[config.mk]
export PLATFORM = sky130hd
export DESIGN_NAME = ycc_lane
export DESIGN_NICKNAME = d
export VERILOG_FILES = /design/src/hw/rtl/ycc_pkg.sv /design/src/hw/rtl/ycc_lane.sv
export SDC_FILE = /design/constraint.sdc
export NUM_CORES = 1
export LEC_CHECK = 0
export ABC_CLOCK_PERIOD_IN_PS = 7700
export BUFFER_PORTS_ARGS = -buffer_cell sky130_fd_sc_hd__buf_2
export CAP_MARGIN = 10
export CORE_ASPECT_RATIO = 0.6
export CORE_MARGIN = 10
export CORE_UTILIZATION = 55
export CTS_BUF_LIST = sky130_fd_sc_hd__clkbuf_16
export CTS_CLUSTER_DIAMETER = 120
export DETAILED_ROUTE_END_ITERATION = 8
export PLACE_DENSITY = 0.72
export SYNTH_ARGS = -nofsm -noshare
export SYNTH_HDL_FRONTEND = slang
export SYNTH_SLANG_ARGS = --single-unit
[constraint.sdc]
create_clock -name clock -period 7.7 [get_ports clock]
set_input_delay 1.925 -clock clock [delete_from_list [all_inputs] [get_ports clock]]
set_output_delay 1.925 -clock clock [all_outputs]
set_load 0.05 [all_outputs]
[src/hw/rtl/ycc_pkg.sv]
// Package with shared types and constants for the YCbCr 4:2:2 to RGB888 converter.
`timescale 1ns / 1ps
`default_nettype none

package ycc_pkg;

   localparam int REG_BITS  = 60;
   localparam int INDEX_BITS = 2;
   localparam int CHAN_BITS = 8;
   localparam int CHAN_MAX  = 255;

   typedef logic signed [8:0] sample_type;

   localparam sample_type LUMA_OFFSET   = 9'sd16;
   localparam sample_type CHROMA_OFFSET = 9'sd128;

   localparam logic [INDEX_BITS-1:0] RED_ROW_IDX   = 2'd0;
   localparam logic [INDEX_BITS-1:0] GREEN_ROW_IDX = 2'd1;
   localparam logic [INDEX_BITS-1:0] BLUE_ROW_IDX  = 2'd2;

   typedef logic [CHAN_BITS-1:0] chan_type;
   typedef chan_type [2:0] rgb_type;
   typedef rgb_type [1:0] pixel_pair_type;

   typedef struct packed {
      logic s1_load;
      logic s2_load;
   } lane_ctl_type;

endpackage

`default_nettype wire

[src/hw/rtl/ycc_lane.sv]
// One color channel of one pixel: three products, then sum, scale and clamp.
`timescale 1ns / 1ps
`default_nettype none

module ycc_lane #(
   parameter int COEF_BITS = 20,
   parameter int FRAC_BITS = 16
) (
   input  wire logic                         clock,
   input  wire ycc_pkg::lane_ctl_type        ctl,
   input  wire ycc_pkg::sample_type          luma,
   input  wire ycc_pkg::sample_type          cr,
   input  wire ycc_pkg::sample_type          cb,
   input  wire logic signed [COEF_BITS-1:0]  coef_y,
   input  wire logic signed [COEF_BITS-1:0]  coef_cr,
   input  wire logic signed [COEF_BITS-1:0]  coef_cb,
   output      ycc_pkg::chan_type            chan
);
   import ycc_pkg::*;

   localparam int PROD_W = COEF_BITS + 9;
   localparam int ACC_W  = PROD_W + 2;
   localparam int EXT_W  = ACC_W + CHAN_BITS;
   localparam int Q_W    = EXT_W - FRAC_BITS;

   logic signed [PROD_W-1:0] prod_y_ff, prod_y_in;
   logic signed [PROD_W-1:0] prod_cr_ff, prod_cr_in;
   logic signed [PROD_W-1:0] prod_cb_ff, prod_cb_in;
   logic signed [ACC_W-1:0]  acc;
   logic signed [EXT_W-1:0]  acc_ext;
   logic [Q_W-1:0]           quot;
   chan_type                 chan_ff, chan_in;

   always_comb begin
      prod_y_in  = PROD_W'(luma) * PROD_W'(coef_y);
      prod_cr_in = PROD_W'(cr) * PROD_W'(coef_cr);
      prod_cb_in = PROD_W'(cb) * PROD_W'(coef_cb);
   end

   always_comb begin
      acc     = ACC_W'(prod_y_ff) + ACC_W'(prod_cr_ff) + ACC_W'(prod_cb_ff);
      acc_ext = EXT_W'(acc);
      quot    = acc_ext[EXT_W-1:FRAC_BITS];
      if (acc[ACC_W-1]) begin
         chan_in = '0;
      end else if (quot > Q_W'(CHAN_MAX)) begin
         chan_in = CHAN_BITS'(CHAN_MAX);
      end else begin
         chan_in = quot[CHAN_BITS-1:0];
      end
   end

   always_ff @(posedge clock) begin
      if (ctl.s1_load) begin
         prod_y_ff  <= prod_y_in;
         prod_cr_ff <= prod_cr_in;
         prod_cb_ff <= prod_cb_in;
      end
      if (ctl.s2_load) begin
         chan_ff <= chan_in;
      end
   end

   assign chan = chan_ff;

endmodule

`default_nettype wire

==> results.md <==
* Vias/cell at 5.57
* Most used cell, CP: fa_1
* R2R setup slack at 3.97 ns
* Max Fclk at 138 MHz
* Vias in the first global route at 16800
* Die H at 176 µm
* Global Route Usage Sum at 0.217
* Critical path peak fanout at 20
* Core ar. at 39500 µm²
* Share of the yosys chip area belonging to registers at 0.128
* Die ar. at 49200 µm²
* Max incr delay on CP at 0.55 ns
* Period minus WS final at 7.27 ns
* Cell count after synthesis at 2208
* Worst EP required at ~7.9 ns
* Fin nets at 3021
* Starting Density at 0.564
* Yosys cell types at 69
* Hold EP: chan[5]
* Status: finished, final reports clean
* Fill cells at 3355
* Final HPWL from detailed placement at 43600 µm
* CTS tree: yes
* CP top delay family: adder cells
* Initial antenna violation count at 0
* Critical path buffers and inverters at 2
* Clock Path Buffers at 2
* Fraction of registers with async set/reset at 0
* Min-Delay Path Class: reg2reg
* Cell taking the most area after synthesis: fa_1
* Main synth FF type: edfxtp_1
* Mapped cell area at 22300 µm²
* RSZ-0062 raised after global routing: no
* Flops & latches, synth at between 90 and 100
* Final Wtd Congestion at between 0.8 and 0.9
* Worst Min Path Start: prod_cr_ff[21]
* First-pass GRT wire length at 86900 µm
* Avg WL per Cell at 18.3 µm
* Top Ports at around 100
* Layout cell share with drive strength beyond 1 at 0.0624
* I/O Buffers at 97
* Ant diodes at 0
* Measured slew at the worst slew-check pin at 1.12 ns
* Num Clock Sinks at 95
* Root Driver: clkbuf_16
* CTS Buf Count at 9
* Critical path cell sequence: buf_2 > nand2_1 > fa_1 > fa_1 > inv_1 > fa_1 > fa_1 > fa_1 > ha_1 > a21oi_1 > nor2b_1 > o31a_1 > o311ai_1 > a21oi_1 > o31ai_2 > a21oi_1 > or2_1 > o311ai_1
* Vias at 15500
* TNS Setup at 0 ns
* Syn avg cell area at 10.1 µm²
* CP endpoint kind: flip-flop
* Worst path slowest cell: fa_1
* Hold depth at 4
* Area Growth Syn to Fin at 5.75%
* CP Class: in2reg
* Dominant cells by area after synthesis: fa_1 42%, edfxtp_1 13%, ha_1 12%, and2_1 7.9%, inv_1 5.8%
* Initial DRC count at 1264
* R2R depth at 13
* CTS Hold Bufs at 0
* Max cap viols at 0
* Clock network latency to the later pin of the worst-skew pair at 0.36 ns
* Syn_nets at between 2000 and 3000
* Non-filler cells, final at 2780
* Type of origin of the critical path: input port
* Worst EP arrival at 7.44 ns
* Reg2reg start: prod_y_ff[2]
* Count leader, synth: fa_1
* DRC at 0
* Post-route ant nets at 0
* Largest net degree at the start of global routing at 88
* Worst clock skew at 0.0115 ns
* Clk slew on worst S/H paths at 0.08 ns
* Synth top area share at 0.421
* Tcrit/Tclk final at 0.944
* Post-CTS Setup Inserts at 0
* Drt pass-1 iters at 6
* Dpl cells at between 2000 and 3000
* Clock H-tree levels at 3
* Final setup fails at 0
* Relative slew slack at 0.256
* Endpoints failing hold at 0
* Pins Over Slew Limit at 0
* WL final at 50700 µm
* Warnings, synthesis at 0
* Rows at 56
* Post-synth EDFFs at 95
* Die X at ~280 µm
* Post-CTS Resized at 0
* Critical R2R Capture: chan[7]
* Gr ovfl total at 0
* Synth top cells by count: 469 x fa_1, 343 x inv_1, 281 x and2_1
[stage by stage]
stage                     setup WS, ns  area [µm²]  hold WS [ns]   util
after floorplan                  0.707       22300         0.942      -
after global placement           0.292       23200          1.09  0.588
after detailed placement         0.145       23200          1.09  0.588
after CTS                        0.509       23600          1.12  0.596
after global routing             0.137       23600          1.20  0.596
final                            0.428       23600          1.12  0.596
[cell type report]
class,count,area (µm²),area share
Tap cell,522,653,0.0277
Clock buffer,9,225,0.00956
Clock inverter,7,110,0.00467
Multi-Input combinational cell,1692,17800,0.757
Timing Repair Buffer,108,571,0.0242
Sequential cell,95,2850,0.121
Inverter,347,1300,0.0553
[worst max-delay path by stage]
stage            start       endpoint  slack [ns]  cells past startpoint
2_1_floorplan  luma[0]  prod_y_ff[26]        0.71                     20
3_3_place_gp   luma[0]  prod_y_ff[26]        0.29                     20
3_5_place_dp   luma[3]  prod_y_ff[26]        0.14                     18
4_1_cts        luma[3]  prod_y_ff[26]        0.51                     18
5_1_grt        luma[3]  prod_y_ff[26]        0.14                     18
6_report       luma[3]  prod_y_ff[26]        0.43                     18
[sequential cells by signal, indices dropped and copies added, names as in the netlist]
| register | flops |
|---|---|
| prod_cb_ff | 29 |
| prod_cr_ff | 29 |
| prod_y_ff | 29 |
| chan | 8 |
[kinds of logic (layout without fill, tap and decap cells)]
logic type / count (synthesis) / count (layout) / share of synthesized area
buffers and inverters: 421 / 471 / 0.0709
multiplexers: 3 / 3 / 0.00146
adder cells (fa/ha/maj): 678 / 678 / 0.539
flip-flops: 95 / 95 / 0.128
XOR/XNOR: 87 / 87 / 0.0342
AO/OA/AOI/OAI: 203 / 203 / 0.0622
AND/OR/NAND/NOR: 721 / 721 / 0.164
[cells in the final DEF, fill, tap and decap left out, types with 8 or more instances in the layout]
cell type	n
buf_4	12
nor2_1	94
edfxtp_1	95
and3_1	9
inv_1	343
buf_2	96
o211ai_1	9
nor3_1	19
a21oi_1	61
nand3_1	14
a211oi_1	12
xor2_1	17
nand4_1	10
nand2b_1	16
or3_1	8
ha_1	209
o21ai_1	10
fa_1	469
nand2_1	236
o21a_1	12
xnor2_1	70
clkbuf_16	9
and2_1	281
a21o_1	19
o21ai_0	25
nor2b_1	14
[layer usage]
layer  vias up  wire, µm  GRT usage
met2       539     21600      0.318
met4         0       299     0.0222
met1      7885     24700      0.334
met3        26      4090     0.0462
met5         -         0          0
li1       7021         -          -
[worst min-delay path: stages (launching register included)]
cell      delay [ns]
edfxtp_1        0.35
fa_1            0.17
ha_1            0.22
xor2_1          0.10
a21oi_1         0.15
Power is left out: the tool's default activity adds up to more than one toggle a clock period on the data nets, which glitch-free logic cannot reach.
