`src/hw/rtl/ycc_pkg.sv`:
```
// Package with shared types and constants for the YCbCr 4:2:2 to RGB888 converter.
`timescale 1ns / 1ps
`default_nettype none

package ycc_pkg;

   localparam int REG_BITS  = 60;
   localparam int INDEX_BITS = 2;
   localparam int CHAN_BITS = 8;
   localparam int CHAN_MAX  = 255;

   typedef logic signed [8:0] sample_type;

   localparam sample_type LUMA_OFFSET   = 9'sd16;
   localparam sample_type CHROMA_OFFSET = 9'sd128;

   localparam logic [INDEX_BITS-1:0] RED_ROW_IDX   = 2'd0;
   localparam logic [INDEX_BITS-1:0] GREEN_ROW_IDX = 2'd1;
   localparam logic [INDEX_BITS-1:0] BLUE_ROW_IDX  = 2'd2;

   typedef logic [CHAN_BITS-1:0] chan_type;
   typedef chan_type [2:0] rgb_type;
   typedef rgb_type [1:0] pixel_pair_type;

   typedef struct packed {
      logic s1_load;
      logic s2_load;
   } lane_ctl_type;

endpackage

`default_nettype wire

```
`src/hw/rtl/ycc_if.sv`:
```
// Handshake interfaces for the converter's request and response channels.
`timescale 1ns / 1ps
`default_nettype none


interface ycc_rsp_if;
   logic       valid;
   logic       ready;
   logic [7:0] red_first;
   logic [7:0] green_first;
   logic [7:0] blue_first;
   logic [7:0] red_second;
   logic [7:0] green_second;
   logic [7:0] blue_second;
   logic       frame_end_out;

   modport source (output valid, output red_first, output green_first,
                   output blue_first, output red_second, output green_second,
                   output blue_second, output frame_end_out, input ready);
   modport sink (input valid, input red_first, input green_first,
                 input blue_first, input red_second, input green_second,
                 input blue_second, input frame_end_out, output ready);
endinterface

`default_nettype wire

```
`src/hw/rtl/ycc_merge.sv`:
```
// Output register that gathers the six lane channels into one response transaction.
`timescale 1ns / 1ps
`default_nettype none

module ycc_merge (
   input  wire logic                    clock,
   input  wire logic                    reset,
   input  wire logic                    load_valid,
   input  wire ycc_pkg::pixel_pair_type chans,
   input  wire logic                    frame_end,
   output      logic                    room,
   ycc_rsp_if.source                    rsp_chan
);
   import ycc_pkg::*;

   logic           out_valid_ff, out_valid_in;
   pixel_pair_type chans_ff;
   logic           frame_end_ff;

   assign room         = !out_valid_ff || rsp_chan.ready;
   assign out_valid_in = room ? load_valid : out_valid_ff;

   always_ff @(posedge clock) begin
      if (reset) begin
         out_valid_ff <= 1'b0;
      end else begin
         out_valid_ff <= out_valid_in;
      end
   end

   always_ff @(posedge clock) begin
      if (room && load_valid) begin
         chans_ff     <= chans;
         frame_end_ff <= frame_end;
      end
   end

   assign rsp_chan.valid         = out_valid_ff;
   assign rsp_chan.red_first     = chans_ff[0][0];
   assign rsp_chan.green_first   = chans_ff[0][1];
   assign rsp_chan.blue_first    = chans_ff[0][2];
   assign rsp_chan.red_second    = chans_ff[1][0];
   assign rsp_chan.green_second  = chans_ff[1][1];
   assign rsp_chan.blue_second   = chans_ff[1][2];
   assign rsp_chan.frame_end_out = frame_end_ff;

endmodule

`default_nettype wire
```
`src/flat_wrapper.sv`:
```
// flat-port wrapper written by rule: the top's interface ports become plain ports
module ycc_merge_flat import ycc_pkg::*;
  (clock, reset, load_valid, chans, frame_end, room, rsp_chan_valid, rsp_chan_red_first, rsp_chan_green_first, rsp_chan_blue_first, rsp_chan_red_second, rsp_chan_green_second, rsp_chan_blue_second, rsp_chan_frame_end_out, rsp_chan_ready);
  ycc_rsp_if rsp_chan_i ();
  input  wire logic clock;
  input  wire logic reset;
  input  wire logic load_valid;
  input  wire ycc_pkg::pixel_pair_type chans;
  input  wire logic frame_end;
  output      logic room;
  output wire logic [$bits(rsp_chan_i.valid)-1:0] rsp_chan_valid;
  output wire logic [$bits(rsp_chan_i.red_first)-1:0] rsp_chan_red_first;
  output wire logic [$bits(rsp_chan_i.green_first)-1:0] rsp_chan_green_first;
  output wire logic [$bits(rsp_chan_i.blue_first)-1:0] rsp_chan_blue_first;
  output wire logic [$bits(rsp_chan_i.red_second)-1:0] rsp_chan_red_second;
  output wire logic [$bits(rsp_chan_i.green_second)-1:0] rsp_chan_green_second;
  output wire logic [$bits(rsp_chan_i.blue_second)-1:0] rsp_chan_blue_second;
  output wire logic [$bits(rsp_chan_i.frame_end_out)-1:0] rsp_chan_frame_end_out;
  input wire logic [$bits(rsp_chan_i.ready)-1:0] rsp_chan_ready;
  assign rsp_chan_valid = rsp_chan_i.valid;
  assign rsp_chan_red_first = rsp_chan_i.red_first;
  assign rsp_chan_green_first = rsp_chan_i.green_first;
  assign rsp_chan_blue_first = rsp_chan_i.blue_first;
  assign rsp_chan_red_second = rsp_chan_i.red_second;
  assign rsp_chan_green_second = rsp_chan_i.green_second;
  assign rsp_chan_blue_second = rsp_chan_i.blue_second;
  assign rsp_chan_frame_end_out = rsp_chan_i.frame_end_out;
  assign rsp_chan_i.ready = rsp_chan_ready;
  ycc_merge u_core (.clock(clock), .reset(reset), .load_valid(load_valid), .chans(chans), .frame_end(frame_end), .room(room), .rsp_chan(rsp_chan_i));
endmodule
```
`config.mk`:
```
export PLATFORM = sky130hd
export DESIGN_NAME = ycc_merge_flat
export DESIGN_NICKNAME = d
export VERILOG_FILES = /design/src/hw/rtl/ycc_pkg.sv /design/src/hw/rtl/ycc_if.sv /design/src/hw/rtl/ycc_merge.sv /design/src/flat_wrapper.sv
export SDC_FILE = /design/constraint.sdc
export NUM_CORES = 1
export LEC_CHECK = 0
export ABC_CLOCK_PERIOD_IN_PS = 4100
export BUFFER_PORTS_ARGS = -buffer_cell sky130_fd_sc_hd__buf_4
export CORE_ASPECT_RATIO = 1.2
export CORE_MARGIN = 2
export CORE_UTILIZATION = 35
export DETAILED_ROUTE_END_ITERATION = 10
export GPL_TIMING_DRIVEN = 0
export PLACE_DENSITY = 0.69
export SLEW_MARGIN = 10
export SYNTH_ARGS = -nofsm -noshare
export SYNTH_HDL_FRONTEND = slang
export SYNTH_SLANG_ARGS = --single-unit
```
`constraint.sdc`:
```
create_clock -name clock -period 4.1 [get_ports clock]
set_clock_uncertainty 0.1 [all_clocks]
set_input_delay 0.41 -clock clock [delete_from_list [all_inputs] [get_ports clock]]
set_output_delay 0.41 -clock clock [all_outputs]
set_load 0.02 [all_outputs]
```
==> metrics.log <==
[metrics] status: complete, no violations
[metrics] global-route total usage across every layer: between 10% and 20%
[metrics] critical path required time: approximately 3.9 ns
[metrics] Tcrit/Tclk final: a little over a third
[metrics] Min Clock Period, post-route: approximately 1.5 ns
[metrics] Die H: 76.3 µm
[metrics] fmax: approximately 690 MHz
[metrics] antenna violations before repair: 0
[metrics] DR DRC count: 0
[metrics] top metal layer carrying routed signals: met4
[metrics] buffers inserted by post-CTS timing repair: 0
[metrics] total length of routed wires: approximately 3000 µm
[metrics] Power Dens Cells: a little over 400 nW/µm²
[metrics] length of the first detailed-routing pass in iterations: 4
[metrics] Avg Cell Area, Syn: approximately 28 µm²
[metrics] synthesized instance count: 54
[metrics] Final Net Count: between 200 and 250
[metrics] Die Width: 64.3 µm
[metrics] nature of the critical path startpoint: register
[metrics] Synthesized Nets: ~110
[metrics] first-pass GRT wire length: 4710 µm
[metrics] synthesized cell area: between 1500 and 2000 µm²
[metrics] top-level port count: 104
[metrics] Area after DPL: 2370 µm²
[metrics] area of the core: approximately 4200 µm²
[metrics] hold buffer count at CTS: 0
[metrics] depth of the CTS H-tree: 2
[metrics] overall die area: roughly 4900 µm²
[metrics] Resized Gates After CTS: 0
[metrics] Max-cap violations: 0
[metrics] number of global-route vias before repair: 1036
[metrics] pins over their slew limit: 0
[metrics] Arr. time, crit path: about 1.3 ns
[metrics] total leakage power: 1.04 nW
[metrics] signed area change from the synthesized netlist to the final layout: 61.1%
[metrics] fraction of final layout cells sized beyond drive strength 1: 68.5%
[metrics] highest net fanout along the worst path: 49
[metrics] number of warnings issued by yosys: 0
[metrics] weighted congestion at the end of routability-driven global placement: 0.680
[metrics] Design Area, Final: between 2000 and 2500 µm²
[metrics] quantity of I/O buffers inserted on ports: just over 100
[metrics] clock latency on the worst-skew pair: 0.30 ns
[metrics] detailed-routed wire length on met3: between 500 and 600 µm
[metrics] DRT met1 WL: between 900 and 1000 µm
[metrics] slew at the pin closest to its max-slew limit: around 0.6 ns
[metrics] initial drt markers: 33
[metrics] setup repair after global routing missed its margin: false
[metrics] count of standard-cell rows: 26
[metrics] kind of critical path: reg -> reg
[metrics] setup_tns: 0 ns
[metrics] worst slew margin relative to its limit: around three fifths
[metrics] Clock Sink Count: 50
[metrics] count of state elements after synthesis: 50
[metrics] number of nets with antenna violations after routing: 0
[metrics] via total after detailed routing: 938
[metrics] type of the tightest min-delay check: in -> reg
[metrics] wire length on met2: 1500 µm
[metrics] TritonCTS Buffers: 5
[metrics] Seq/Total Area, Yosys: a little over nine tenths
[metrics] Clock Pin Slew Worst Setup and Hold Paths: approximately 0.09 ns
[metrics] count of endpoints failing hold in the final timing report: 0
[metrics] average routed wire per standard cell: about 14 µm
[metrics] Max Root-Sink Buffers: 2
[metrics] kind of end point of the critical path: register
[metrics] Cell variety after synth: 6
[metrics] Initial Utilization: between 30% and 40%
[metrics] library cell used as clock root buffer: sky130_fd_sc_hd__clkbuf_8
[metrics] pin count of the biggest net entering global routing: 50
[metrics] TritonCTS clock tree: yes
[metrics] final count of negative-setup-slack endpoints: 0
[metrics] number of diodes added for antenna fixing: 0
[metrics] Fill cells: about 340
[metrics] GR Overflow Total: 0
[metrics] highest ir drop seen on vdd: 253 µV
[metrics] via density per instance: ~4.2
-- synth_stat cells, drive strengths merged --
library cell   n  area [µm²]
a21oi          1        8.76
and2           1        8.76
dfxtp          1        20.0
edfxtp        49        1470
inv            1        3.75
nand2b         1        13.8
-- state kept, by name, indices dropped and copies added (netlist names) --
register,count
u_core.rsp_chan.blue_first,8
u_core.rsp_chan.blue_second,8
u_core.rsp_chan.frame_end_out,1
u_core.rsp_chan.green_first,8
u_core.rsp_chan.green_second,8
u_core.rsp_chan.red_first,8
u_core.rsp_chan.red_second,8
u_core.rsp_chan.valid,1
-- through the flow --
| stage | hold slack (ns) | power [mW] | instances | utilization (%) | setup slack (ns) |
|---|---|---|---|---|---|
| floorplan | 0.372 | 0.666 | 54 | - | 2.61 |
| global placement | 0.390 | 0.748 | 213 | 56.0 | 2.48 |
| CTS | 0.140 | 1.03 | 221 | 58.1 | 2.62 |
| finish | 0.151 | 1.01 | 221 | 58.1 | 2.65 |
| detailed placement | 0.404 | 0.751 | 213 | 56.0 | 2.44 |
| global route | 0.139 | 1.05 | 221 | 58.1 | 2.54 |
-- worst max-delay path, cell delays in order (launching register included) --
cell and delay, ns:
sky130_fd_sc_hd__dfxtp_1 0.34, sky130_fd_sc_hd__nand2b_4 0.09, sky130_fd_sc_hd__and2_4 0.55
-- layer usage --
layer / global-route usage, % / vias to the layer above
li1: - / 431
met1: 11.7 / 431
met2: 20.9 / 70
met3: 9.31 / 6
met4: 7.23 / 0
met5: 0 / -
-- power by group --
| group | internal (mW) | switching (mW) | total (mW) | leakage (nW) |
|---|---|---|---|---|
| clock network | 0.120 | 0.156 | 0.276 | 0.0422 |
| logic | 0.0667 | 0.0659 | 0.133 | 0.514 |
| registers | 0.596 | 0.00818 | 0.605 | 0.482 |
-- worst paths after layout --
path / depth (start not counted) / endpoint / slack [ns] / start
setup / recovery: 2 / u_core.rsp_chan.green_second[3] / 2.65 / u_core.rsp_chan.valid
hold / removal: 2 / u_core.rsp_chan.valid / 0.15 / reset
hold reg to reg: 2 / u_core.rsp_chan.valid / 0.41 / u_core.rsp_chan.valid
setup reg to reg: 2 / u_core.rsp_chan.green_second[3] / 2.65 / u_core.rsp_chan.valid
-- layout by cell type (no fill, tap or decap), drive strengths merged --
master	n
clkinv	1
edfxtp	49
clkinvlp	1
inv	2
clkbuf	5
dfxtp	1
nand2b	1
and2	1
buf	103
a21oi	1
-- final cells by class --
type                            instances  area (µm²)  share of cell area (%)
Timing Repair Buffer                  103         773                    31.5
Inverter                                1        3.75                   0.153
Clock inverter                          3        20.0                   0.814
Multi-Input combinational cell          3        31.3                    1.27
Sequential cell                        50        1490                    60.7
Clock buffer                            5        68.8                    2.80
Tap cell                               56        70.1                    2.85
-- cells by family after synthesis --
group                  count (synthesis)  synth area share [%]
buffers and inverters                  1                 0.246
AO/OA/AOI/OAI                          1                 0.574
flip-flops                            50                  97.7
AND/OR/NAND/NOR                        2                  1.48
No activity file was read; power rests on OpenSTA's default activity.
